`src/hdl/psv_pkg.sv`:
```
// Shared constants and result codes for the prime sieve.
`default_nettype none
package psv_pkg;

  localparam int CellsDefault     = 16;
  localparam int ValueBitsDefault = 16;

  localparam int CandW    = 16;
  localparam int VerdictW = 2;
  localparam int SlotW    = 4;

  localparam int unsigned MinCandidate = 2;

  localparam logic [VerdictW-1:0] VERDICT_NEW       = 2'd0;
  localparam logic [VerdictW-1:0] VERDICT_COMPOSITE = 2'd1;
  localparam logic [VerdictW-1:0] VERDICT_FINAL     = 2'd2;
  localparam logic [VerdictW-1:0] VERDICT_IGNORED   = 2'd3;

endpackage
`default_nettype wire

```
`src/hdl/pipelined_prime_sieve.sv`:
```
// Prime sieve top level: cell sequencer, prime store and output register.
//
// Input channel: in_valid_i / in_stall_o carry one candidate per item; feed
// 2, 3, 4, ... in rising order. Output channel: out_valid_o / out_stall_i
// carry one result per item (verdict, slot, echoed value).
// Items are taken one at a time; in_stall_o is high while an item is in work.
// A candidate below two, or any item after the final prime, goes straight to
// the output stage. Otherwise the candidate visits the filled cells in order,
// and each visited cell reads its prime from the store, then runs the
// bit-serial remainder unit, one bit per cycle.
// The result sits in an output register, so the next item is taken while
// an earlier result still waits; a held result stalls the next result and the input.
// Reset empties all cells and clears the done state; no clearing pass.
`default_nettype none
module pipelined_prime_sieve #(
  parameter int CELLS      = psv_pkg::CellsDefault,
  parameter int VALUE_BITS = psv_pkg::ValueBitsDefault
) (
  input  wire logic                          clk_i,
  input  wire logic                          rst_ni,
  input  wire logic                          in_valid_i,
  output      logic                          in_stall_o,
  input  wire logic [psv_pkg::CandW-1:0]     in_candidate_i,
  output      logic                          out_valid_o,
  input  wire logic                          out_stall_i,
  output      logic [psv_pkg::VerdictW-1:0]  out_verdict_o,
  output      logic [psv_pkg::SlotW-1:0]     out_slot_o,
  output      logic [psv_pkg::CandW-1:0]     out_value_o
);

  localparam int CandBits = (VALUE_BITS < psv_pkg::CandW) ? VALUE_BITS : psv_pkg::CandW;
  localparam int AddrW    = (CELLS > 1) ? $clog2(CELLS) : 1;
  localparam int CntW     = $clog2(CELLS + 1);

  localparam logic [2:0] S_IDLE = 3'd0;
  localparam logic [2:0] S_READ = 3'd1;
  localparam logic [2:0] S_WAIT = 3'd2;
  localparam logic [2:0] S_DIV  = 3'd3;
  localparam logic [2:0] S_EMIT = 3'd4;

  logic [2:0]                     state_q, state_d;
  logic [CntW-1:0]                fill_q, fill_d;
  logic [CntW-1:0]                idx_q, idx_d;
  logic                           done_q, done_d;
  logic [CandBits-1:0]            cand_q, cand_d;
  logic [psv_pkg::VerdictW-1:0]   res_verdict_q, res_verdict_d;
  logic [psv_pkg::SlotW-1:0]      res_slot_q, res_slot_d;
  logic                           out_valid_q, out_valid_d;
  logic [psv_pkg::VerdictW-1:0]   out_verdict_q, out_verdict_d;
  logic [psv_pkg::SlotW-1:0]      out_slot_q, out_slot_d;
  logic [psv_pkg::CandW-1:0]      out_value_q, out_value_d;

  logic [CandBits-1:0]            in_cand;
  logic                           ram_we;
  logic [CandBits-1:0]            prime_rd;
  logic                           mod_start;
  logic                           mod_done;
  logic [CandBits-1:0]            mod_rem;

  assign in_cand = CandBits'(in_candidate_i);

  psv_ram #(
    .WIDTH (CandBits),
    .DEPTH (CELLS)
  ) u_store (
    .clk_i   (clk_i),
    .we_i    (ram_we),
    .waddr_i (idx_q[AddrW-1:0]),
    .wdata_i (cand_q),
    .raddr_i (idx_q[AddrW-1:0]),
    .rdata_o (prime_rd)
  );

  psv_mod #(
    .W (CandBits)
  ) u_mod (
    .clk_i      (clk_i),
    .rst_ni     (rst_ni),
    .start_i    (mod_start),
    .dividend_i (cand_q),
    .divisor_i  (prime_rd),
    .done_o     (mod_done),
    .rem_o      (mod_rem)
  );

  always_comb begin
    state_d       = state_q;
    fill_d        = fill_q;
    idx_d         = idx_q;
    done_d        = done_q;
    cand_d        = cand_q;
    res_verdict_d = res_verdict_q;
    res_slot_d    = res_slot_q;
    out_valid_d   = out_valid_q;
    out_verdict_d = out_verdict_q;
    out_slot_d    = out_slot_q;
    out_value_d   = out_value_q;
    ram_we        = 1'b0;
    mod_start     = 1'b0;

    // drop the held result once it is taken
    if (out_valid_q && !out_stall_i) begin
      out_valid_d = 1'b0;
    end

    case (state_q)
      S_IDLE: begin
        if (in_valid_i) begin
          cand_d = in_cand;
          idx_d  = '0;
          if (done_q || in_cand < CandBits'(psv_pkg::MinCandidate)) begin
            res_verdict_d = psv_pkg::VERDICT_IGNORED;
            res_slot_d    = '0;
            state_d       = S_EMIT;
          end else begin
            state_d = S_READ;
          end
        end
      end
      S_READ: begin
        if (idx_q == fill_q) begin
          if (fill_q == CntW'(CELLS)) begin
            done_d        = 1'b1;
            res_verdict_d = psv_pkg::VERDICT_FINAL;
            res_slot_d    = '0;
          end else begin
            // first empty cell: store the candidate there
            ram_we        = 1'b1;
            fill_d        = fill_q + 1'b1;
            res_verdict_d = psv_pkg::VERDICT_NEW;
            res_slot_d    = psv_pkg::SlotW'(idx_q);
          end
          state_d = S_EMIT;
        end else begin
          state_d = S_WAIT;
        end
      end
      S_WAIT: begin
        mod_start = 1'b1;
        state_d   = S_DIV;
      end
      S_DIV: begin
        if (mod_done) begin
          // a zero prime would leave the nonzero candidate as remainder
          if (mod_rem == '0) begin
            res_verdict_d = psv_pkg::VERDICT_COMPOSITE;
            res_slot_d    = psv_pkg::SlotW'(idx_q);
            state_d       = S_EMIT;
          end else begin
            idx_d   = idx_q + 1'b1;
            state_d = S_READ;
          end
        end
      end
      S_EMIT: begin
        if (!out_valid_q || !out_stall_i) begin
          out_valid_d   = 1'b1;
          out_verdict_d = res_verdict_q;
          out_slot_d    = res_slot_q;
          out_value_d   = psv_pkg::CandW'(cand_q);
          state_d       = S_IDLE;
        end
      end
      default: begin
        state_d = S_IDLE;
      end
    endcase
  end

  always_ff @(posedge clk_i or negedge rst_ni) begin
    if (!rst_ni) begin
      state_q     <= S_IDLE;
      fill_q      <= '0;
      idx_q       <= '0;
      done_q      <= 1'b0;
      out_valid_q <= 1'b0;
    end else begin
      state_q     <= state_d;
      fill_q      <= fill_d;
      idx_q       <= idx_d;
      done_q      <= done_d;
      out_valid_q <= out_valid_d;
    end
  end

  always_ff @(posedge clk_i) begin
    cand_q        <= cand_d;
    res_verdict_q <= res_verdict_d;
    res_slot_q    <= res_slot_d;
    out_verdict_q <= out_verdict_d;
    out_slot_q    <= out_slot_d;
    out_value_q   <= out_value_d;
  end

  assign in_stall_o    = (state_q != S_IDLE);
  assign out_valid_o   = out_valid_q;
  assign out_verdict_o = out_verdict_q;
  assign out_slot_o    = out_slot_q;
  assign out_value_o   = out_value_q;

endmodule
`default_nettype wire

```
`src/hdl/psv_ram.sv`:
```
// Generic single-write, single-read RAM with registered read data.
`default_nettype none
module psv_ram #(
  parameter int WIDTH = 16,
  parameter int DEPTH = 16
) (
  input  wire logic                                       clk_i,
  input  wire logic                                       we_i,
  input  wire logic [$clog2((DEPTH > 1) ? DEPTH : 2)-1:0] waddr_i,
  input  wire logic [WIDTH-1:0]                           wdata_i,
  input  wire logic [$clog2((DEPTH > 1) ? DEPTH : 2)-1:0] raddr_i,
  output      logic [WIDTH-1:0]                           rdata_o
);

  logic [WIDTH-1:0] mem_q [DEPTH];

  always_ff @(posedge clk_i) begin
    if (we_i) begin
      mem_q[waddr_i] <= wdata_i;
    end
    rdata_o <= mem_q[raddr_i];
  end

endmodule
`default_nettype wire

```
`src/hdl/psv_mod.sv`:
```
// Bit-serial restoring remainder unit: one dividend bit per cycle.
`default_nettype none
module psv_mod #(
  parameter int W = 16
) (
  input  wire logic         clk_i,
  input  wire logic         rst_ni,
  input  wire logic         start_i,
  input  wire logic [W-1:0] dividend_i,
  input  wire logic [W-1:0] divisor_i,
  output      logic         done_o,
  output      logic [W-1:0] rem_o
);

  localparam int CntW = $clog2(W + 1);

  logic            busy_q, busy_d;
  logic            done_q, done_d;
  logic [CntW-1:0] cnt_q, cnt_d;
  logic [W-1:0]    rem_q, rem_d;
  logic [W-1:0]    dvd_q, dvd_d;
  logic [W-1:0]    dsr_q, dsr_d;
  logic [W:0]      trial;

  always_comb begin
    busy_d = busy_q;
    done_d = 1'b0;
    cnt_d  = cnt_q;
    rem_d  = rem_q;
    dvd_d  = dvd_q;
    dsr_d  = dsr_q;
    trial  = {rem_q, dvd_q[W-1]};
    if (start_i) begin
      busy_d = 1'b1;
      cnt_d  = CntW'(W);
      rem_d  = '0;
      dvd_d  = dividend_i;
      dsr_d  = divisor_i;
    end else if (busy_q) begin
      // shift in the next dividend bit, subtract when it fits
      if (trial >= {1'b0, dsr_q}) begin
        rem_d = W'(trial - {1'b0, dsr_q});
      end else begin
        rem_d = W'(trial);
      end
      dvd_d = {dvd_q[W-2:0], 1'b0};
      cnt_d = cnt_q - 1'b1;
      if (cnt_q == CntW'(1)) begin
        busy_d = 1'b0;
        done_d = 1'b1;
      end
    end
  end

  always_ff @(posedge clk_i or negedge rst_ni) begin
    if (!rst_ni) begin
      busy_q <= 1'b0;
      done_q <= 1'b0;
      cnt_q  <= '0;
    end else begin
      busy_q <= busy_d;
      done_q <= done_d;
      cnt_q  <= cnt_d;
    end
  end

  always_ff @(posedge clk_i) begin
    rem_q <= rem_d;
    dvd_q <= dvd_d;
    dsr_q <= dsr_d;
  end

  assign done_o = done_q;
  assign rem_o  = rem_q;

endmodule
`default_nettype wire

```
`config.mk`:
```
export PLATFORM = sky130hd
export DESIGN_NAME = pipelined_prime_sieve
export DESIGN_NICKNAME = d
export VERILOG_FILES = /design/src/hdl/psv_pkg.sv /design/src/hdl/pipelined_prime_sieve.sv /design/src/hdl/psv_ram.sv /design/src/hdl/psv_mod.sv
export SDC_FILE = /design/constraint.sdc
export NUM_CORES = 1
export LEC_CHECK = 0
export BUFFER_PORTS_ARGS = -buffer_cell sky130_fd_sc_hd__buf_2
export CORE_UTILIZATION = 55
export DETAILED_ROUTE_END_ITERATION = 10
export HOLD_SLACK_MARGIN = 0.03
export PLACE_DENSITY_LB_ADDON = 0.1
export RECOVER_POWER = 50
export SYNTH_ARGS = -nofsm -noshare
export SYNTH_HDL_FRONTEND = slang
export SYNTH_HIERARCHICAL = 1
export SYNTH_SLANG_ARGS = --single-unit
```
`constraint.sdc`:
```
create_clock -name clk_i -period 4.7 [get_ports clk_i]
set_input_delay 0.94 -clock clk_i [delete_from_list [all_inputs] [get_ports clk_i]]
set_output_delay 0.94 -clock clk_i [all_outputs]
set_load 0.05 [all_outputs]
```
-- Word level (Yosys, flattened, before mapping)
Memory sizes are Yosys's and may differ from the RTL's. A register that Yosys moved wholly into a read port is not among the register bits.
Cells that the tools add are included.
- bits in registers: 114
- RAM bits: 256
- bits of input ports: 20
- output and inout bits: 24
- word-level logic and storage cells: 102
- memories: 1
- memory list (name ; depth ; width ; rd ports ; clocked after Yosys merged registers in ; write ports ; line ; source):
    u_store.mem_q ; 16 ; 16 ; 1 ; 1 ; 1 ; psv_ram.sv:15 ; logic [WIDTH-1:0] mem_q [DEPTH];
- $add $sub $neg: 4
- order comparisons: 2
- equality and inequality tests: 14
- muxes and demuxes: 45
- bitwise gates (word level): 1
- reductions and logical operators: 18
- operator list (kind ; count):
    2-to-1 mux 16 bit ; 3
    2-to-1 mux 5 bit ; 5
    2-to-1 mux 4 bit ; 6
    2-to-1 mux 3 bit ; 6
    greater-or-equal comparator 17 x 16 -> 1 bit ; 1
    zero test 16 bit ; 1
    less-than comparator 16 x 2 -> 1 bit (second input constant) ; 1
    subtractor 16 bit ; 1
    2-to-1 mux 1 bit ; 15
    case mux 3 bit (5 select lines) ; 1
    2-to-1 mux 2 bit ; 6
    inequality test 2 bit (second input constant) ; 6
    case mux 4 bit (3 select lines) ; 1
    adder 5 x 1 -> 5 bit (second input constant) ; 2
    case mux 5 bit (2 select lines) ; 1
    AND reduction 3 bit ; 3
    equality test 3 x 2 -> 1 bit (second input constant) ; 2
    case mux 2 bit (3 select lines) ; 1
    AND reduction 6 bit ; 1
    nonzero test 3 bit ; 2
    equality test 5 x 1 -> 1 bit (second input constant) ; 1
    equality test 5 bit ; 1
    equality test 5 bit (second input constant) ; 1
    subtractor 5 x 1 -> 5 bit (second input constant) ; 1
    other kinds (11) ; 15

-- Logic depth before layout (Yosys ltp)
- depth in word-level cells: 6
- gate-level depth with buffers: 10
- gate-level depth less buffers: 10

-- Modules after synthesis
Netlist, hierarchy kept.
- modules (own cells, without submodules) (module ; instances ; cells an instance ; area an instance (µm²) ; seq. area each (µm²)):
    psv_ram ; 1 ; 432 ; 10042.1 ; 8007.7
    psv_mod ; 1 ; 302 ; 3174.3 ; 1456.4
    pipelined_prime_sieve ; 1 ; 151 ; 2326.0 ; 1696.6

-- Least setup slack after synthesis
OpenSTA, ideal clock, no wires.
- kind: reg2reg
- start: reg fill_q[0]
- end: mem u_store.mem_q[0][0] (enable)
- setup time: 0.409 ns
- data arrival time: 2.952 ns
- data required time: 4.291 ns
- slack: 1.338 ns
- cell stages (with the launch flop): 7
- buffers on the path: 0
- clock period less this slack: 3.362 ns
- path through: dfrtp_1 inv_1 ha_1 and4bb_2 nor4_4 or3b_2 nor3_1
- cells in the longest elaborated chain, start to end: 6
- ends and longest elaborated chain (what ; line ; source):
    start: declaration ; pipelined_prime_sieve.sv:42 ; logic [CntW-1:0] fill_q, fill_d;
    start signal: assignment ; pipelined_prime_sieve.sv:179 ; fill_q <= fill_d;
    equality test 5 bit ; pipelined_prime_sieve.sv:122 ; if (fill_q == CntW'(CELLS)) begin
    2-to-1 mux 1 bit ; pipelined_prime_sieve.sv:122 ;
    2-to-1 mux 1 bit * ; pipelined_prime_sieve.sv:121 ; if (idx_q == fill_q) begin
    2-to-1 mux 1 bit * ; pipelined_prime_sieve.sv:106 ; case (state_q)
    via ram_we ; pipelined_prime_sieve.sv:54 ; logic ram_we;
    2-to-1 mux 1 bit * ; psv_ram.sv:18 ; if (we_i) begin
    2-to-1 mux 1 bit (implied by the code) * ; psv_ram.sv:19 ; mem_q[waddr_i] <= wdata_i;
    end: declaration ; psv_ram.sv:15 ;
Mark *: on every way through the listed nets, which the timed path passes. The rest lies on a longest branch.

-- Worst setup path in the final report
- start: reg idx_q[0]
- end: mem u_store.mem_q[8][0] (enable)
- cells in the longest elaborated chain, start to end: 5
- ends and longest elaborated chain (what ; line ; source):
    start: declaration ; pipelined_prime_sieve.sv:43 ; logic [CntW-1:0] idx_q, idx_d;
    start signal: assignment ; pipelined_prime_sieve.sv:180 ; idx_q <= idx_d;
    equality test 5 bit ; pipelined_prime_sieve.sv:121 ;
    2-to-1 mux 1 bit ; pipelined_prime_sieve.sv:121 ;
    2-to-1 mux 1 bit ; pipelined_prime_sieve.sv:106 ;
    via ram_we ; pipelined_prime_sieve.sv:54 ;
    2-to-1 mux 1 bit ; psv_ram.sv:18 ;
    2-to-1 mux 1 bit (implied by the code) ; psv_ram.sv:19 ;
The timed path passes the listed nets, and every way through them passes these cells.

==> flow_metrics.env <==
export IMPL_outcome="finished clean"
export IMPL_postPlaceCellArea_mm2=0.0163
export IMPL_detailedRoute_firstIterationViolations=784
export IMPL_core_mm2=0.0278
export IMPL_worstPathCellList="xnor2_1 > nand2_1 > nor4_4 > nand3b_1 > nor3_2"
export IMPL_combPwrFrac=0.002
export IMPL_fin_ws_ns=1.02
export IMPL_vias=8360
export IMPL_clock_sinks=386
export IMPL_end_kind="flop"
export IMPL_switchingPower_mw=1.27
export IMPL_layout_area_overhead_vs_synth_pct=12.8
export IMPL_placed_cell_count=1296
export IMPL_synth_top_area_cell="sky130_fd_sc_hd__edfxtp_1"
export IMPL_cell_internal_power_mw=5.54
export IMPL_leakage_nw=5.87
export IMPL_finalHoldViolations=0
export IMPL_final_max_slew_viol_count=0
export IMPL_ys_async_sr_fraction=0.0570
export IMPL_synth_edf_count=332
export IMPL_swShare=0.187
export IMPL_via_count_of_the_first_global_routing_pass=8665
export IMPL_min_delay_path_depth=0
export IMPL_clk_path_buf_depth=3
export IMPL_fp_row_count=61
export IMPL_sequential_share_of_the_synthesized_area=0.718
export IMPL_fin_util=0.631
export IMPL_worstPathMaxFanout=23
export IMPL_final_seq_area_mm2=0.0112
export IMPL_ys_types=76
export IMPL_endpoint_required_time_on_the_critical_path_ns=4.83
export IMPL_grt_max_degree=76
export IMPL_viasPerCell=6.12
export IMPL_post_cts_setup_buffers=0
export IMPL_period_share=0.783
export IMPL_fin_hold_ws_ns=0.407
export IMPL_synth_area_top_cells="sky130_fd_sc_hd__edfxtp_1, sky130_fd_sc_hd__mux4_2, sky130_fd_sc_hd__dfxtp_1"
export IMPL_worst_r2r_cell_count=5
export IMPL_peakVddDrop_mv=0.395
export IMPL_htree_levels=2
export IMPL_power_share_sequential=0.539
export IMPL_cts_clk_slew_worst_paths_ns=0.06
export IMPL_drt_wirelength_per_cell_um=25.0
export IMPL_relSlewSlack=0.0255
export IMPL_setup_repair_after_global_routing_missed_its_margin="false"
export IMPL_layoutNonFillerInstCount=1366
export IMPL_clockRootBuffer="sky130_fd_sc_hd__clkbuf_16"
export IMPL_total_routing_usage_gr=0.248
export IMPL_final_period_minus_worst_setup_slack_ns=3.68
export IMPL_post_cts_hold_buffer_count=0
export IMPL_postRouteWirelength_mm=34.2
export IMPL_drt_pre_antenna_iters=5
export IMPL_die_area_mm2=0.0289
export IMPL_finalSetupViolations=0
export IMPL_power_share_clock=0.459
export IMPL_mostFrequentLayoutCells="sky130_fd_sc_hd__edfxtp_1, sky130_fd_sc_hd__mux4_2, sky130_fd_sc_hd__nand2_1"
export IMPL_synth_top_flop_cell="sky130_fd_sc_hd__edfxtp_1"
export IMPL_die_y_um=170
export IMPL_number_of_buffers_added_by_the_clock_tree_synthesis_step=39
export IMPL_cts_resized=0
export IMPL_syn_area_mm2=0.0155
export IMPL_io_buffer_count=43
export IMPL_place_congestion=0.836
export IMPL_die_width_um=170
export IMPL_floorplan_io_pins=44
export IMPL_synth_net_count=927
export IMPL_timing_critical_path_slowest_stage_cell="sky130_fd_sc_hd__dfrtp_1"
export IMPL_hp_class="flop to flop"
export IMPL_post_route_cells_drive_above_1_share=0.216
export IMPL_power_total_mw=6.81
export IMPL_worstMarginPinSlew_ns=1.46
export IMPL_layout_commonest_cell="sky130_fd_sc_hd__edfxtp_1"
export IMPL_path_delay_family="simple AND/OR/NAND/NOR gates"
export IMPL_finalSetupTns_ns=0
export IMPL_antenna_found_initial=0
export IMPL_clock_latency_ns=0.53
export IMPL_fmax_mhz=272
export IMPL_path_buf_inv=0
export IMPL_final_area_mm2=0.0175
export IMPL_synthCells=885
export IMPL_ys_seq_elements=386
export IMPL_multiInputGateArea_mm2=0.00410
export IMPL_max_cap_violations=0
export IMPL_floorplan_initialDensity=0.559
export IMPL_overflow=0
export IMPL_drc=0
export IMPL_synth_top_cell_area_share=0.641
export IMPL_global_route_wire_length_before_repair_mm=52.1
export IMPL_cp_num_cells=5
export IMPL_max_stage_delay_ns=1.22
export IMPL_timing_critical_path_arrival_ns=3.81
export IMPL_pre_cts_slack_ns=1.52
export IMPL_synth_area_per_cell_um2=17.6
export IMPL_setup_worst_path_start_class="flop"
export IMPL_worstSetupPathType="flop to flop"
export IMPL_yosys_warning_count=6
export IMPL_dp_hpwl_mm=21.7
export IMPL_num_nets_final=1001
export IMPL_cts_tree="built"
export IMPL_drtAntennaViolNets=0
export IMPL_n_fill_cell=1997
export IMPL_cellPowerDensity_mw_per_mm2=388
export IMPL_antenna_cells_inserted=0
export IMPL_finClkSkew_ns=0.0184
## logic make-up after synthesis
group           share of synthesized area
compound gates                     0.0588
xor+xnor                           0.0118
fa+ha+maj                          0.0182
buf+inv                            0.0197
flops                               0.718
mux                                 0.114
simple gates                       0.0598
## power groups by stage
| stage | sequential (mW) | combinational (mW) | clock [mW] |
|---|---|---|---|
| 2_1_floorplan | 3.74 | 0.000698 | 0 |
| 3_3_place_gp | 3.74 | 0.0139 | 0 |
| 3_5_place_dp | 3.74 | 0.0150 | 0 |
| 4_1_cts | 3.67 | 0.0150 | 3.18 |
| 5_1_grt | 3.67 | 0.0152 | 3.31 |
| 6_report | 3.67 | 0.0135 | 3.13 |
## flip-flops by register name, indices dropped and copies added (netlist names), 3 cells and up
signal / flops
idx_q: 5
out_slot_o: 4
u_mod/rem_o: 16
state_q: 3
u_mod/dvd_q: 16
u_mod/dsr_q: 16
u_store/mem_q: 256
res_slot_q: 4
fill_q: 5
out_value_o: 16
u_store/rdata_o: 16
u_mod/cnt_q: 5
cand_q: 16
## worst register-to-register path, delay by kind of cell (launching register included)
kind	cells	cell delay, ns
simple gates	4	1.81
flops	1	1.22
xor+xnor	1	0.25
## final cells by class
cell class / instances / share of cell area
clock inverters: 15 / 0.0101
clock buffers: 55 / 0.0649
multi-input cells: 433 / 0.234
inverters: 31 / 0.00664
well taps: 378 / 0.0270
flip-flops and latches: 386 / 0.637
repair buffers: 68 / 0.0211
## worst paths after layout
kind,startpoint,endpoint,slack (ns)
setup / recovery,idx_q[0],u_store/mem_q[8][0],1.02
hold / removal,u_store/rdata_o[5],u_mod/dsr_q[5],0.41
setup reg to reg,idx_q[0],u_store/mem_q[8][0],1.02
hold reg to reg,u_store/rdata_o[5],u_mod/dsr_q[5],0.41
max in group asynchronous,rst_ni,idx_q[1],3.17
min in group asynchronous,rst_ni,out_valid_o,0.69
## metal layers
| layer | vias to the layer above | GRT usage | wire length [um] |
|---|---|---|---|
| li1 | 3692 | - | - |
| met1 | 4305 | 0.339 | 14400 |
| met2 | 292 | 0.404 | 16700 |
| met3 | 71 | 0.0388 | 1840 |
| met4 | 0 | 0.0983 | 1230 |
| met5 | - | 0 | 0 |
## Yosys cell counts, types with 15 or more instances
library cell	instances
sky130_fd_sc_hd__nor3_1	22
sky130_fd_sc_hd__nand2_1	42
sky130_fd_sc_hd__mux4_2	54
sky130_fd_sc_hd__inv_1	31
sky130_fd_sc_hd__nor2_1	41
sky130_fd_sc_hd__ha_1	21
sky130_fd_sc_hd__edfxtp_1	332
sky130_fd_sc_hd__dfrtp_1	22
sky130_fd_sc_hd__a22oi_1	33
sky130_fd_sc_hd__mux2_2	17
sky130_fd_sc_hd__clkbuf_1	15
sky130_fd_sc_hd__a21oi_1	17
sky130_fd_sc_hd__dfxtp_1	32
(Power assumes the default switching activity.)
